===== config.mk =====
export PLATFORM = sky130hd
export DESIGN_NAME = gravity_highpass_motion_detector
export DESIGN_NICKNAME = d
export VERILOG_FILES = /design/src/hdl/ghpmd_pkg.sv /design/src/hdl/gravity_highpass_motion_detector.sv
export SDC_FILE = /design/constraint.sdc
export NUM_CORES = 2
export LEC_CHECK = 0
export BUFFER_PORTS_ARGS = -buffer_cell sky130_fd_sc_hd__buf_2
export CAP_MARGIN = 20
export CORE_ASPECT_RATIO = 1.1
export CORE_MARGIN = 8
export CORE_UTILIZATION = 53
export DETAILED_ROUTE_END_ITERATION = 10
export GPL_TIMING_DRIVEN = 0
export PLACE_DENSITY = 0.78
export SLEW_MARGIN = 40
export SYNTH_ARGS = -nofsm -noshare
export SYNTH_HDL_FRONTEND = slang
export SYNTH_SLANG_ARGS = --single-unit

===== constraint.sdc =====
create_clock -name clk_i -period 14.3 [get_ports clk_i]
set_input_delay 2.86 -clock clk_i [delete_from_list [all_inputs] [get_ports clk_i]]
set_output_delay 2.86 -clock clk_i [all_outputs]
set_load 0.01 [all_outputs]

===== src/hdl/ghpmd_pkg.sv =====
// ----------------------------------------------------------------------------
// ghpmd_pkg: shared definitions for the gravity high-pass motion detector
// Register indexes, reset values and fixed output constants.
// ----------------------------------------------------------------------------
package ghpmd_pkg;

  typedef logic [2:0] cfg_idx_t;

  localparam cfg_idx_t CFG_FILTER_ALPHA      = 3'd0;
  localparam cfg_idx_t CFG_LINEAR_THRESHOLD  = 3'd1;
  localparam cfg_idx_t CFG_ANGULAR_THRESHOLD = 3'd2;
  localparam cfg_idx_t CFG_REFRACTORY_MS     = 3'd3;
  localparam cfg_idx_t CFG_KINETIC_LIMIT     = 3'd4;

  localparam logic [15:0] RST_FILTER_ALPHA      = 16'd3932;
  localparam logic [15:0] RST_LINEAR_THRESHOLD  = 16'd179;
  localparam logic [15:0] RST_ANGULAR_THRESHOLD = 16'd768;
  localparam logic [15:0] RST_REFRACTORY_MS     = 16'd350;
  localparam logic [10:0] RST_KINETIC_LIMIT     = 11'd384;

  // Largest kinetic magnitude and the Q8.8 value of 1.0
  localparam logic [10:0] KIN_MAX   = 11'd1024;
  localparam logic [15:0] SCORE_ONE = 16'd256;

endpackage


===== src/hdl/gravity_highpass_motion_detector.sv =====
// ----------------------------------------------------------------------------
// gravity_highpass_motion_detector: IMU motion scoring with gravity removal
// Sequencer around one shift-add multiplier, one bit-serial square root and
// one bit-serial restoring divider.
// ----------------------------------------------------------------------------
// Flow: an accepted sample runs through the serial multiplier (nine products),
//   the two roots and the four quotients before output valid; in_ready_o is
//   low from input accept until the result is loaded into the output register.
// Reset: clears filter and event state, loads register defaults; ready at once.
module gravity_highpass_motion_detector #(
  parameter int SAMPLE_BITS = 16,
  parameter int TIME_BITS   = 32
) (
  input  logic                          clk_i,
  input  logic                          rst_ni,
  input  logic                          in_valid_i,
  output logic                          in_ready_o,
  input  logic signed [SAMPLE_BITS-1:0] accel_x_i,
  input  logic signed [SAMPLE_BITS-1:0] accel_y_i,
  input  logic signed [SAMPLE_BITS-1:0] accel_z_i,
  input  logic signed [SAMPLE_BITS-1:0] rate_x_i,
  input  logic signed [SAMPLE_BITS-1:0] rate_y_i,
  input  logic signed [SAMPLE_BITS-1:0] rate_z_i,
  input  logic        [TIME_BITS-1:0]   now_ms_i,
  output logic                          out_valid_o,
  input  logic                          out_ready_i,
  output logic        [15:0]            motion_score_o,
  output logic signed [11:0]            motion_x_o,
  output logic signed [11:0]            motion_y_o,
  output logic        [15:0]            rate_magnitude_o,
  output logic                          motion_event_o,
  output logic        [31:0]            event_total_o,
  input  logic                          cfg_valid_i,
  output logic                          cfg_ready_o,
  input  ghpmd_pkg::cfg_idx_t           cfg_index_i,
  input  logic        [15:0]            cfg_data_i
);

  localparam int S    = SAMPLE_BITS;
  localparam int GW   = S + 17;                 // gravity estimate, Q.16 scaled
  localparam int DFW  = S + 18;                 // sample minus gravity
  localparam int MAGW = S + 6;                  // linear component magnitude
  localparam int LW   = S + 6;                  // signed linear component
  localparam int MPW  = (MAGW > 16) ? MAGW : 16; // multiplier operand / steps
  localparam int PW   = (DFW + 16 > 2 * MPW + 1) ? DFW + 16 : 2 * MPW + 1;
  localparam int QW   = 2 * MAGW;               // sum of squares
  localparam int RW   = MAGW;                   // root width
  localparam int DW   = S + 10;                 // dividend / quotient width
  localparam int CW   = $clog2(((DW > MPW) ? DW : MPW) + 1);

  typedef enum logic [3:0] {
    ST_IDLE, ST_FSET, ST_MUL, ST_FUPD, ST_SSET, ST_SACC,
    ST_RSET, ST_ROOT, ST_DSET, ST_DIV, ST_FIN
  } state_e;

  state_e state_q;

  // Configuration registers
  logic [15:0] alpha_q, lin_thr_q, ang_thr_q, refr_q;
  logic [10:0] kin_lim_q;

  // Captured sample
  logic signed [S-1:0]   smp_a_q [3];
  logic signed [S-1:0]   smp_r_q [3];
  logic [TIME_BITS-1:0]  now_q;

  // Filter and event state
  logic signed [GW-1:0]  grav_q [3];
  logic                  gvalid_q;
  logic [TIME_BITS-1:0]  last_q;
  logic [31:0]           evcnt_q;

  // Datapath
  logic signed [LW-1:0]  lin_q [3];
  logic signed [PW-1:0]  mc_q, acc_q;
  logic [MPW-1:0]        mp_q;
  logic [CW-1:0]         cnt_q;
  logic [2:0]            idx_q;
  logic                  sq_q;
  logic [QW-1:0]         sum_lin_q, sum_rate_q, rad_q;
  logic [RW+1:0]         rem_q;
  logic [RW-1:0]         root_q, lin_len_q, rate_len_q;
  logic [DW-1:0]         dnum_q, quo_q;
  logic [DW-1:0]         quot_q [4];
  logic [15:0]           drem_q, den_q;

  // Output register
  logic                  out_valid_q;
  logic [15:0]           score_q, rmag_q;
  logic signed [11:0]    kx_q, ky_q;
  logic                  event_q;
  logic [31:0]           total_q;

  // Filter datapath
  logic signed [S-1:0]   a_sel;
  logic signed [GW-1:0]  g_sel, scaled, g_cur, g_new;
  logic signed [DFW-1:0] diff;
  logic signed [LW-1:0]  lin_new;

  // Shared multiplier step
  logic signed [PW-1:0]  acc_nx;

  // Squares
  logic signed [LW-1:0]  sq_s;
  logic [MAGW-1:0]       sq_mag, mag_x, mag_y;

  // Root step
  logic [RW+1:0]         rem2, trial;
  logic                  root_ge;

  // Divide step
  logic [16:0]           r2;
  logic                  div_ge;
  logic [DW-1:0]         numer, quo_nx;

  // Result assembly
  logic [DW-1:0]         score_full;
  logic [15:0]           score_sat, rmag_sat;
  logic [10:0]           lim, kmag_x, kmag_y;
  logic signed [11:0]    kin_x, kin_y;
  logic [TIME_BITS-1:0]  elapsed;
  logic                  fire;

  assign cfg_ready_o = 1'b1;
  assign in_ready_o  = (state_q == ST_IDLE);

  always_comb begin
    unique case (idx_q[1:0])
      2'd1: begin
        a_sel = smp_a_q[1];
        g_sel = grav_q[1];
      end
      2'd2: begin
        a_sel = smp_a_q[2];
        g_sel = grav_q[2];
      end
      default: begin
        a_sel = smp_a_q[0];
        g_sel = grav_q[0];
      end
    endcase

    // Sample in Q.16 gravity units; the first sample loads the filter
    scaled  = GW'(a_sel) <<< 16;
    g_cur   = gvalid_q ? g_sel : scaled;
    diff    = DFW'(scaled) - DFW'(g_cur);
    g_new   = g_sel + GW'(acc_q >>> 16);
    lin_new = LW'((DFW'(scaled) - DFW'(g_new)) >>> 12);

    acc_nx = acc_q + (mp_q[0] ? mc_q : PW'(0));

    unique case (idx_q)
      3'd0:    sq_s = lin_q[0];
      3'd1:    sq_s = lin_q[1];
      3'd2:    sq_s = lin_q[2];
      3'd3:    sq_s = LW'(smp_r_q[0]);
      3'd4:    sq_s = LW'(smp_r_q[1]);
      3'd5:    sq_s = LW'(smp_r_q[2]);
      default: sq_s = '0;
    endcase
    sq_mag = sq_s[LW-1] ? MAGW'(-sq_s) : MAGW'(sq_s);
    mag_x  = lin_q[0][LW-1] ? MAGW'(-lin_q[0]) : MAGW'(lin_q[0]);
    mag_y  = lin_q[1][LW-1] ? MAGW'(-lin_q[1]) : MAGW'(lin_q[1]);

    rem2    = {rem_q[RW-1:0], rad_q[QW-1 -: 2]};
    trial   = {root_q, 2'b01};
    root_ge = (rem2 >= trial);

    r2     = {drem_q, dnum_q[DW-1]};
    div_ge = (r2 >= {1'b0, den_q});
    quo_nx = {quo_q[DW-2:0], div_ge};

    unique case (idx_q[1:0])
      2'd0:    numer = DW'({lin_len_q, 4'b0});
      2'd1:    numer = DW'({rate_len_q[S:0], 8'b0});
      2'd2:    numer = DW'({mag_y, 4'b0});
      default: numer = DW'({mag_x, 4'b0});
    endcase

    // Larger ratio, saturated to Q8.8
    score_full = (quot_q[0] > quot_q[1]) ? quot_q[0] : quot_q[1];
    score_sat  = (score_full > DW'(16'hFFFF)) ? 16'hFFFF : score_full[15:0];
    rmag_sat   = (32'(rate_len_q) > 32'h0000_FFFF) ? 16'hFFFF : 16'(rate_len_q);

    // Clamp kinetics; a zero component gives zero even without a threshold
    lim    = (kin_lim_q > ghpmd_pkg::KIN_MAX) ? ghpmd_pkg::KIN_MAX : kin_lim_q;
    kmag_x = (lin_q[1] == '0) ? 11'd0 :
             ((quot_q[2] > DW'(lim)) ? lim : quot_q[2][10:0]);
    kmag_y = (lin_q[0] == '0) ? 11'd0 :
             ((quot_q[3] > DW'(lim)) ? lim : quot_q[3][10:0]);
    kin_x  = lin_q[1][LW-1] ? -$signed({1'b0, kmag_x}) : $signed({1'b0, kmag_x});
    kin_y  = lin_q[0][LW-1] ? $signed({1'b0, kmag_y}) : -$signed({1'b0, kmag_y});

    elapsed = now_q - last_q;
    fire    = (score_full >= DW'(ghpmd_pkg::SCORE_ONE)) &&
              (elapsed >= TIME_BITS'(refr_q));
  end

  always_ff @(posedge clk_i or negedge rst_ni) begin
    if (!rst_ni) begin
      state_q     <= ST_IDLE;
      alpha_q     <= ghpmd_pkg::RST_FILTER_ALPHA;
      lin_thr_q   <= ghpmd_pkg::RST_LINEAR_THRESHOLD;
      ang_thr_q   <= ghpmd_pkg::RST_ANGULAR_THRESHOLD;
      refr_q      <= ghpmd_pkg::RST_REFRACTORY_MS;
      kin_lim_q   <= ghpmd_pkg::RST_KINETIC_LIMIT;
      for (int i = 0; i < 3; i++) begin
        smp_a_q[i] <= '0;
        smp_r_q[i] <= '0;
        grav_q[i]  <= '0;
        lin_q[i]   <= '0;
      end
      for (int i = 0; i < 4; i++) begin
        quot_q[i] <= '0;
      end
      now_q       <= '0;
      gvalid_q    <= 1'b0;
      last_q      <= '0;
      evcnt_q     <= '0;
      mc_q        <= '0;
      acc_q       <= '0;
      mp_q        <= '0;
      cnt_q       <= '0;
      idx_q       <= '0;
      sq_q        <= 1'b0;
      sum_lin_q   <= '0;
      sum_rate_q  <= '0;
      rad_q       <= '0;
      rem_q       <= '0;
      root_q      <= '0;
      lin_len_q   <= '0;
      rate_len_q  <= '0;
      dnum_q      <= '0;
      quo_q       <= '0;
      drem_q      <= '0;
      den_q       <= '0;
      out_valid_q <= 1'b0;
      score_q     <= '0;
      rmag_q      <= '0;
      kx_q        <= '0;
      ky_q        <= '0;
      event_q     <= 1'b0;
      total_q     <= '0;
    end else begin
      // Configuration writes; indexes past the list are dropped
      if (cfg_valid_i) begin
        unique case (cfg_index_i)
          ghpmd_pkg::CFG_FILTER_ALPHA:      alpha_q   <= cfg_data_i;
          ghpmd_pkg::CFG_LINEAR_THRESHOLD:  lin_thr_q <= cfg_data_i;
          ghpmd_pkg::CFG_ANGULAR_THRESHOLD: ang_thr_q <= cfg_data_i;
          ghpmd_pkg::CFG_REFRACTORY_MS:     refr_q    <= cfg_data_i;
          ghpmd_pkg::CFG_KINETIC_LIMIT:     kin_lim_q <= cfg_data_i[10:0];
          default: ;
        endcase
      end

      // Retire the output transaction; the final state reloads it itself
      if (out_valid_q && out_ready_i && state_q != ST_FIN) begin
        out_valid_q <= 1'b0;
      end

      unique case (state_q)
        ST_IDLE: begin
          if (in_valid_i) begin
            smp_a_q[0] <= accel_x_i;
            smp_a_q[1] <= accel_y_i;
            smp_a_q[2] <= accel_z_i;
            smp_r_q[0] <= rate_x_i;
            smp_r_q[1] <= rate_y_i;
            smp_r_q[2] <= rate_z_i;
            now_q      <= now_ms_i;
            sum_lin_q  <= '0;
            sum_rate_q <= '0;
            idx_q      <= '0;
            sq_q       <= 1'b0;
            state_q    <= ST_FSET;
          end
        end

        // Gravity filter, one axis per pass
        ST_FSET: begin
          grav_q[idx_q[1:0]] <= g_cur;
          mc_q    <= PW'(diff);
          mp_q    <= MPW'(alpha_q);
          acc_q   <= '0;
          cnt_q   <= '0;
          state_q <= ST_MUL;
        end

        // Shift-add multiply, one multiplier bit per cycle
        ST_MUL: begin
          acc_q <= acc_nx;
          mc_q  <= mc_q <<< 1;
          mp_q  <= mp_q >> 1;
          cnt_q <= cnt_q + CW'(1);
          if (cnt_q == CW'(MPW - 1)) begin
            state_q <= sq_q ? ST_SACC : ST_FUPD;
          end
        end

        ST_FUPD: begin
          grav_q[idx_q[1:0]] <= g_new;
          lin_q[idx_q[1:0]]  <= lin_new;
          if (idx_q == 3'd2) begin
            gvalid_q <= 1'b1;
            idx_q    <= '0;
            sq_q     <= 1'b1;
            state_q  <= ST_SSET;
          end else begin
            idx_q   <= idx_q + 3'd1;
            state_q <= ST_FSET;
          end
        end

        // Squares: three linear components, then three rates
        ST_SSET: begin
          mc_q    <= PW'(sq_mag);
          mp_q    <= MPW'(sq_mag);
          acc_q   <= '0;
          cnt_q   <= '0;
          state_q <= ST_MUL;
        end

        ST_SACC: begin
          if (idx_q < 3'd3) begin
            sum_lin_q <= sum_lin_q + QW'(acc_q);
          end else begin
            sum_rate_q <= sum_rate_q + QW'(acc_q);
          end
          if (idx_q == 3'd5) begin
            idx_q   <= '0;
            state_q <= ST_RSET;
          end else begin
            idx_q   <= idx_q + 3'd1;
            state_q <= ST_SSET;
          end
        end

        // Square root, two radicand bits per cycle
        ST_RSET: begin
          rad_q   <= (idx_q == 3'd0) ? sum_lin_q : sum_rate_q;
          rem_q   <= '0;
          root_q  <= '0;
          cnt_q   <= '0;
          state_q <= ST_ROOT;
        end

        ST_ROOT: begin
          rem_q  <= root_ge ? rem2 - trial : rem2;
          root_q <= {root_q[RW-2:0], root_ge};
          rad_q  <= rad_q << 2;
          cnt_q  <= cnt_q + CW'(1);
          if (cnt_q == CW'(RW - 1)) begin
            if (idx_q == 3'd0) begin
              lin_len_q <= {root_q[RW-2:0], root_ge};
              idx_q     <= 3'd1;
              state_q   <= ST_RSET;
            end else begin
              rate_len_q <= {root_q[RW-2:0], root_ge};
              idx_q      <= '0;
              state_q    <= ST_DSET;
            end
          end
        end

        // Quotients: linear score, angular score, kinetic x, kinetic y
        ST_DSET: begin
          dnum_q  <= numer;
          den_q   <= (idx_q == 3'd1) ? ang_thr_q : lin_thr_q;
          drem_q  <= '0;
          quo_q   <= '0;
          cnt_q   <= '0;
          state_q <= ST_DIV;
        end

        ST_DIV: begin
          drem_q <= div_ge ? 16'(r2 - {1'b0, den_q}) : r2[15:0];
          quo_q  <= quo_nx;
          dnum_q <= dnum_q << 1;
          cnt_q  <= cnt_q + CW'(1);
          if (cnt_q == CW'(DW - 1)) begin
            quot_q[idx_q[1:0]] <= quo_nx;
            if (idx_q == 3'd3) begin
              state_q <= ST_FIN;
            end else begin
              idx_q   <= idx_q + 3'd1;
              state_q <= ST_DSET;
            end
          end
        end

        // Load the output register once the previous result is taken
        ST_FIN: begin
          if (!out_valid_q || out_ready_i) begin
            out_valid_q <= 1'b1;
            score_q     <= score_sat;
            rmag_q      <= rmag_sat;
            kx_q        <= kin_x;
            ky_q        <= kin_y;
            event_q     <= fire;
            total_q     <= fire ? evcnt_q + 32'd1 : evcnt_q;
            if (fire) begin
              last_q  <= now_q;
              evcnt_q <= evcnt_q + 32'd1;
            end
            state_q <= ST_IDLE;
          end
        end

        default: state_q <= ST_IDLE;
      endcase
    end
  end

  assign out_valid_o      = out_valid_q;
  assign motion_score_o   = score_q;
  assign motion_x_o       = kx_q;
  assign motion_y_o       = ky_q;
  assign rate_magnitude_o = rmag_q;
  assign motion_event_o   = event_q;
  assign event_total_o    = total_q;

endmodule


==> metrics.txt <==
fill count 9,623; FP Rows 130; Critical Path RT 14.89 ns; grt total ovfl 0; Setup WS post-layout 5.092 ns; VDD IR max 0.09347 mV; FMAX 108.6 MHz; RD Place Congestion 1.041; number of global-route vias before repair 52,563; Total Wirelength 197.3 mm; final setup fails 0; first-pass GRT wire length 304.0 mm; Synth async-reset ratio 100.0%; Synth top cells by count dfrtp_1, nand2_1, a21oi_1, nor2_1, o21ai_0; die area 125,700 um2; Hold Path Depth 2; crit start category flop; reg2reg path depth 28; TritonCTS clock tree done; Yosys cell types 95; reg2reg start idx_q[1]$_DFFE_PN0P_; htree depth 3; Core Box Area 114,000 um2; GRT Util Overall 30.40%; most used cell, CP a21oi_1; endpoints failing hold 0; ys flop type dfrtp_1; initial DRC count 5,527; share of cells above drive strength 1 11.77%; WL/cell 23.06 um; Post-synth EDFFs 0; worst skew pair latency 0.72 ns; area share of the largest cell type after synthesis 41.36%; Final ANT Viol Nets 0; top-count cell post-synth dfrtp_1; Post-Place Worst Slack 5.583 ns; Critical Path Fanout Max 10; starting density of the core 53.28%; via count 53,188; status completed; die outline width 338.8 um; min cycle time layout 9.208 ns; RR Endpoint lin_q[64]$_DFFE_PN0P_; WP data arrival 9.80 ns; total power draw 0.006168 W; initial antenna violation count 14; Hold WC Path Type flop to flop; Slowest cell on crit path clkbuf_1; RSZ-0062 raised after global routing false; Cells after Synth 6,581; clock sink count 1,027; dpl hpwl 151.1 mm; Slew Viols, Final 0; Leakage 33.32 nW; worst slew pin tran 0.9732 ns; CTS Buf Count 107; Hold Path Origin motion_x_o[11]$_DFFE_PN0P_; largest net degree at the start of global routing 108; DR DRC count 0; biggest cell delay along the critical path 0.70 ns; worst setup path category flop to flop; CTS clk-pin slew, worst paths 0.06 ns; Sum Neg Setup Slack 0 ns; Via density 6.217; Post-CTS Setup Bufs 0; CTS Buffer Depth 3; #FFs+latches synth 1,027; DIE HEIGHT 371.1 um; pwr/cell area 90.69 nW/um2; Root Buffer clkbuf_16; Worst Hold End motion_x_o[11]$_DFFE_PN0P_; final cycle utilization of the critical path 64.39%; net count after synthesis 7,088; nets 7,452; max-cap violation count 0; critical path capture point type flop; mapped cell area 60,750 um2; post-CTS sizing 0; synth top area cells dfrtp_1, ha_1, nand2_1; R2R setup slack 5.09 ns; Mean Syn Cell Area 9.231 um2; Seq/Total Area, Yosys 42.35%; P&R area growth vs syn 11.96%; I/O Buffers 240; Hold-fix buffers, CTS 0; Slew HR 34.65%; drt first pass iters 7; Layout Skew 0.03298 ns; IO Count 244; yosys synthesis warning count 0; area leader, netlist dfrtp_1
## worst max-delay path by stage
stage	cells after the start	start	end
final	28	idx_q[1]$_DFFE_PN0P_	lin_q[64]$_DFFE_PN0P_
after global routing	28	idx_q[1]$_DFFE_PN0P_	lin_q[21]$_DFFE_PN0P_
after CTS	28	idx_q[1]$_DFFE_PN0P_	lin_q[42]$_DFFE_PN0P_
after detailed placement	28	idx_q[1]$_DFFE_PN0P_	lin_q[42]$_DFFE_PN0P_
after global placement	1	rst_ni	acc_q[42]$_DFFE_PN0P_
after floorplan	29	idx_q[1]$_DFFE_PN0P_	lin_q[20]$_DFFE_PN0P_
## flip-flops by register name (all words and copies together), names as in the netlist, 25 cells and up
| signal | count |
|---|---|
| grav_q | 99 |
| quot_q | 104 |
| sum_lin_q | 44 |
| lin_q | 66 |
| event_total_o | 32 |
| acc_q | 49 |
| smp_r_q | 48 |
| rad_q | 44 |
| now_q | 32 |
| sum_rate_q | 44 |
| smp_a_q | 48 |
| mc_q | 49 |
| quo_q | 25 |
| last_q | 32 |
## worst max-delay path: cells and delay by family (launching register included)
family | cells | cell delay (ns)
flip-flops | 1 | 0.46
buffers and inverters | 8 | 3.45
AO/OA/AOI/OAI | 12 | 2.84
multiplexers | 1 | 0.34
XOR/XNOR | 2 | 0.63
adder cells (fa/ha/maj) | 3 | 1.01
AND/OR/NAND/NOR | 2 | 0.32
## power by group
part	switching (W)	leakage, nW	internal [W]	total (W)
registers	0.0000320	13.9	0.00296	0.00300
logic	0.000143	17.6	0.0000847	0.000228
clock network	0.00124	1.83	0.00170	0.00295
## kinds of logic (layout without fill, tap and decap cells)
group,count (synthesis),count (layout),share of synthesized area [%]
and+or+nand+nor,2061,2061,15.14
AOI/OAI and AO/OA,1842,1842,19.56
adders and majority gates,355,355,7.386
other,1,6,0.006173
muxes,395,395,7.100
DFF,1027,1027,42.35
xor gates and xnor gates,343,343,4.945
buffers and inverters,557,1008,3.510
## cells in the final DEF (no fill, tap or decap), drive strengths merged, types with 157 or more instances in the layout
master,Yosys,layout
dfrtp,1004,1004
nand2,984,984
o21ai,509,509
a21oi,496,496
nor2,450,450
clkbuf,281,433
ha,349,349
buf,54,307
mux2,287,287
inv,220,229
xnor2,202,202
a21o,157,157
## through the flow
step / hold WS [ns] / instance area, um2 / instances / utilization, %
floorplan: 0.4401 / 60750 / 6581 / -
global placement: 0.4550 / 63850 / 8339 / 56.00
detailed placement: 0.4590 / 64240 / 8353 / 56.34
CTS: 0.4733 / 67940 / 8549 / 59.59
global route: 0.4886 / 68000 / 8551 / 59.64
finish: 0.4749 / 68010 / 8555 / 59.65
## cell type report
| type | instances | area, um2 | area share, % |
|---|---|---|---|
| flip-flops and latches | 1027 | 25730 | 37.83 |
| multi-input cells | 4997 | 32980 | 48.50 |
| diodes | 5 | 12.51 | 0.01840 |
| clock buffers | 150 | 3102 | 4.561 |
| inverters | 222 | 833.3 | 1.225 |
| repair buffers | 255 | 1541 | 2.267 |
| clock inverters | 46 | 598.1 | 0.8794 |
| plain buffers | 335 | 1314 | 1.932 |
| well taps | 1518 | 1899 | 2.793 |
## layer usage
layer	share of wire, %	GRT usage, %
met5	0.024	0
met2	45	48.79
met4	6.3	16.99
met3	8.8	6.517
met1	39	38.23
(Power assumes the default switching activity.)
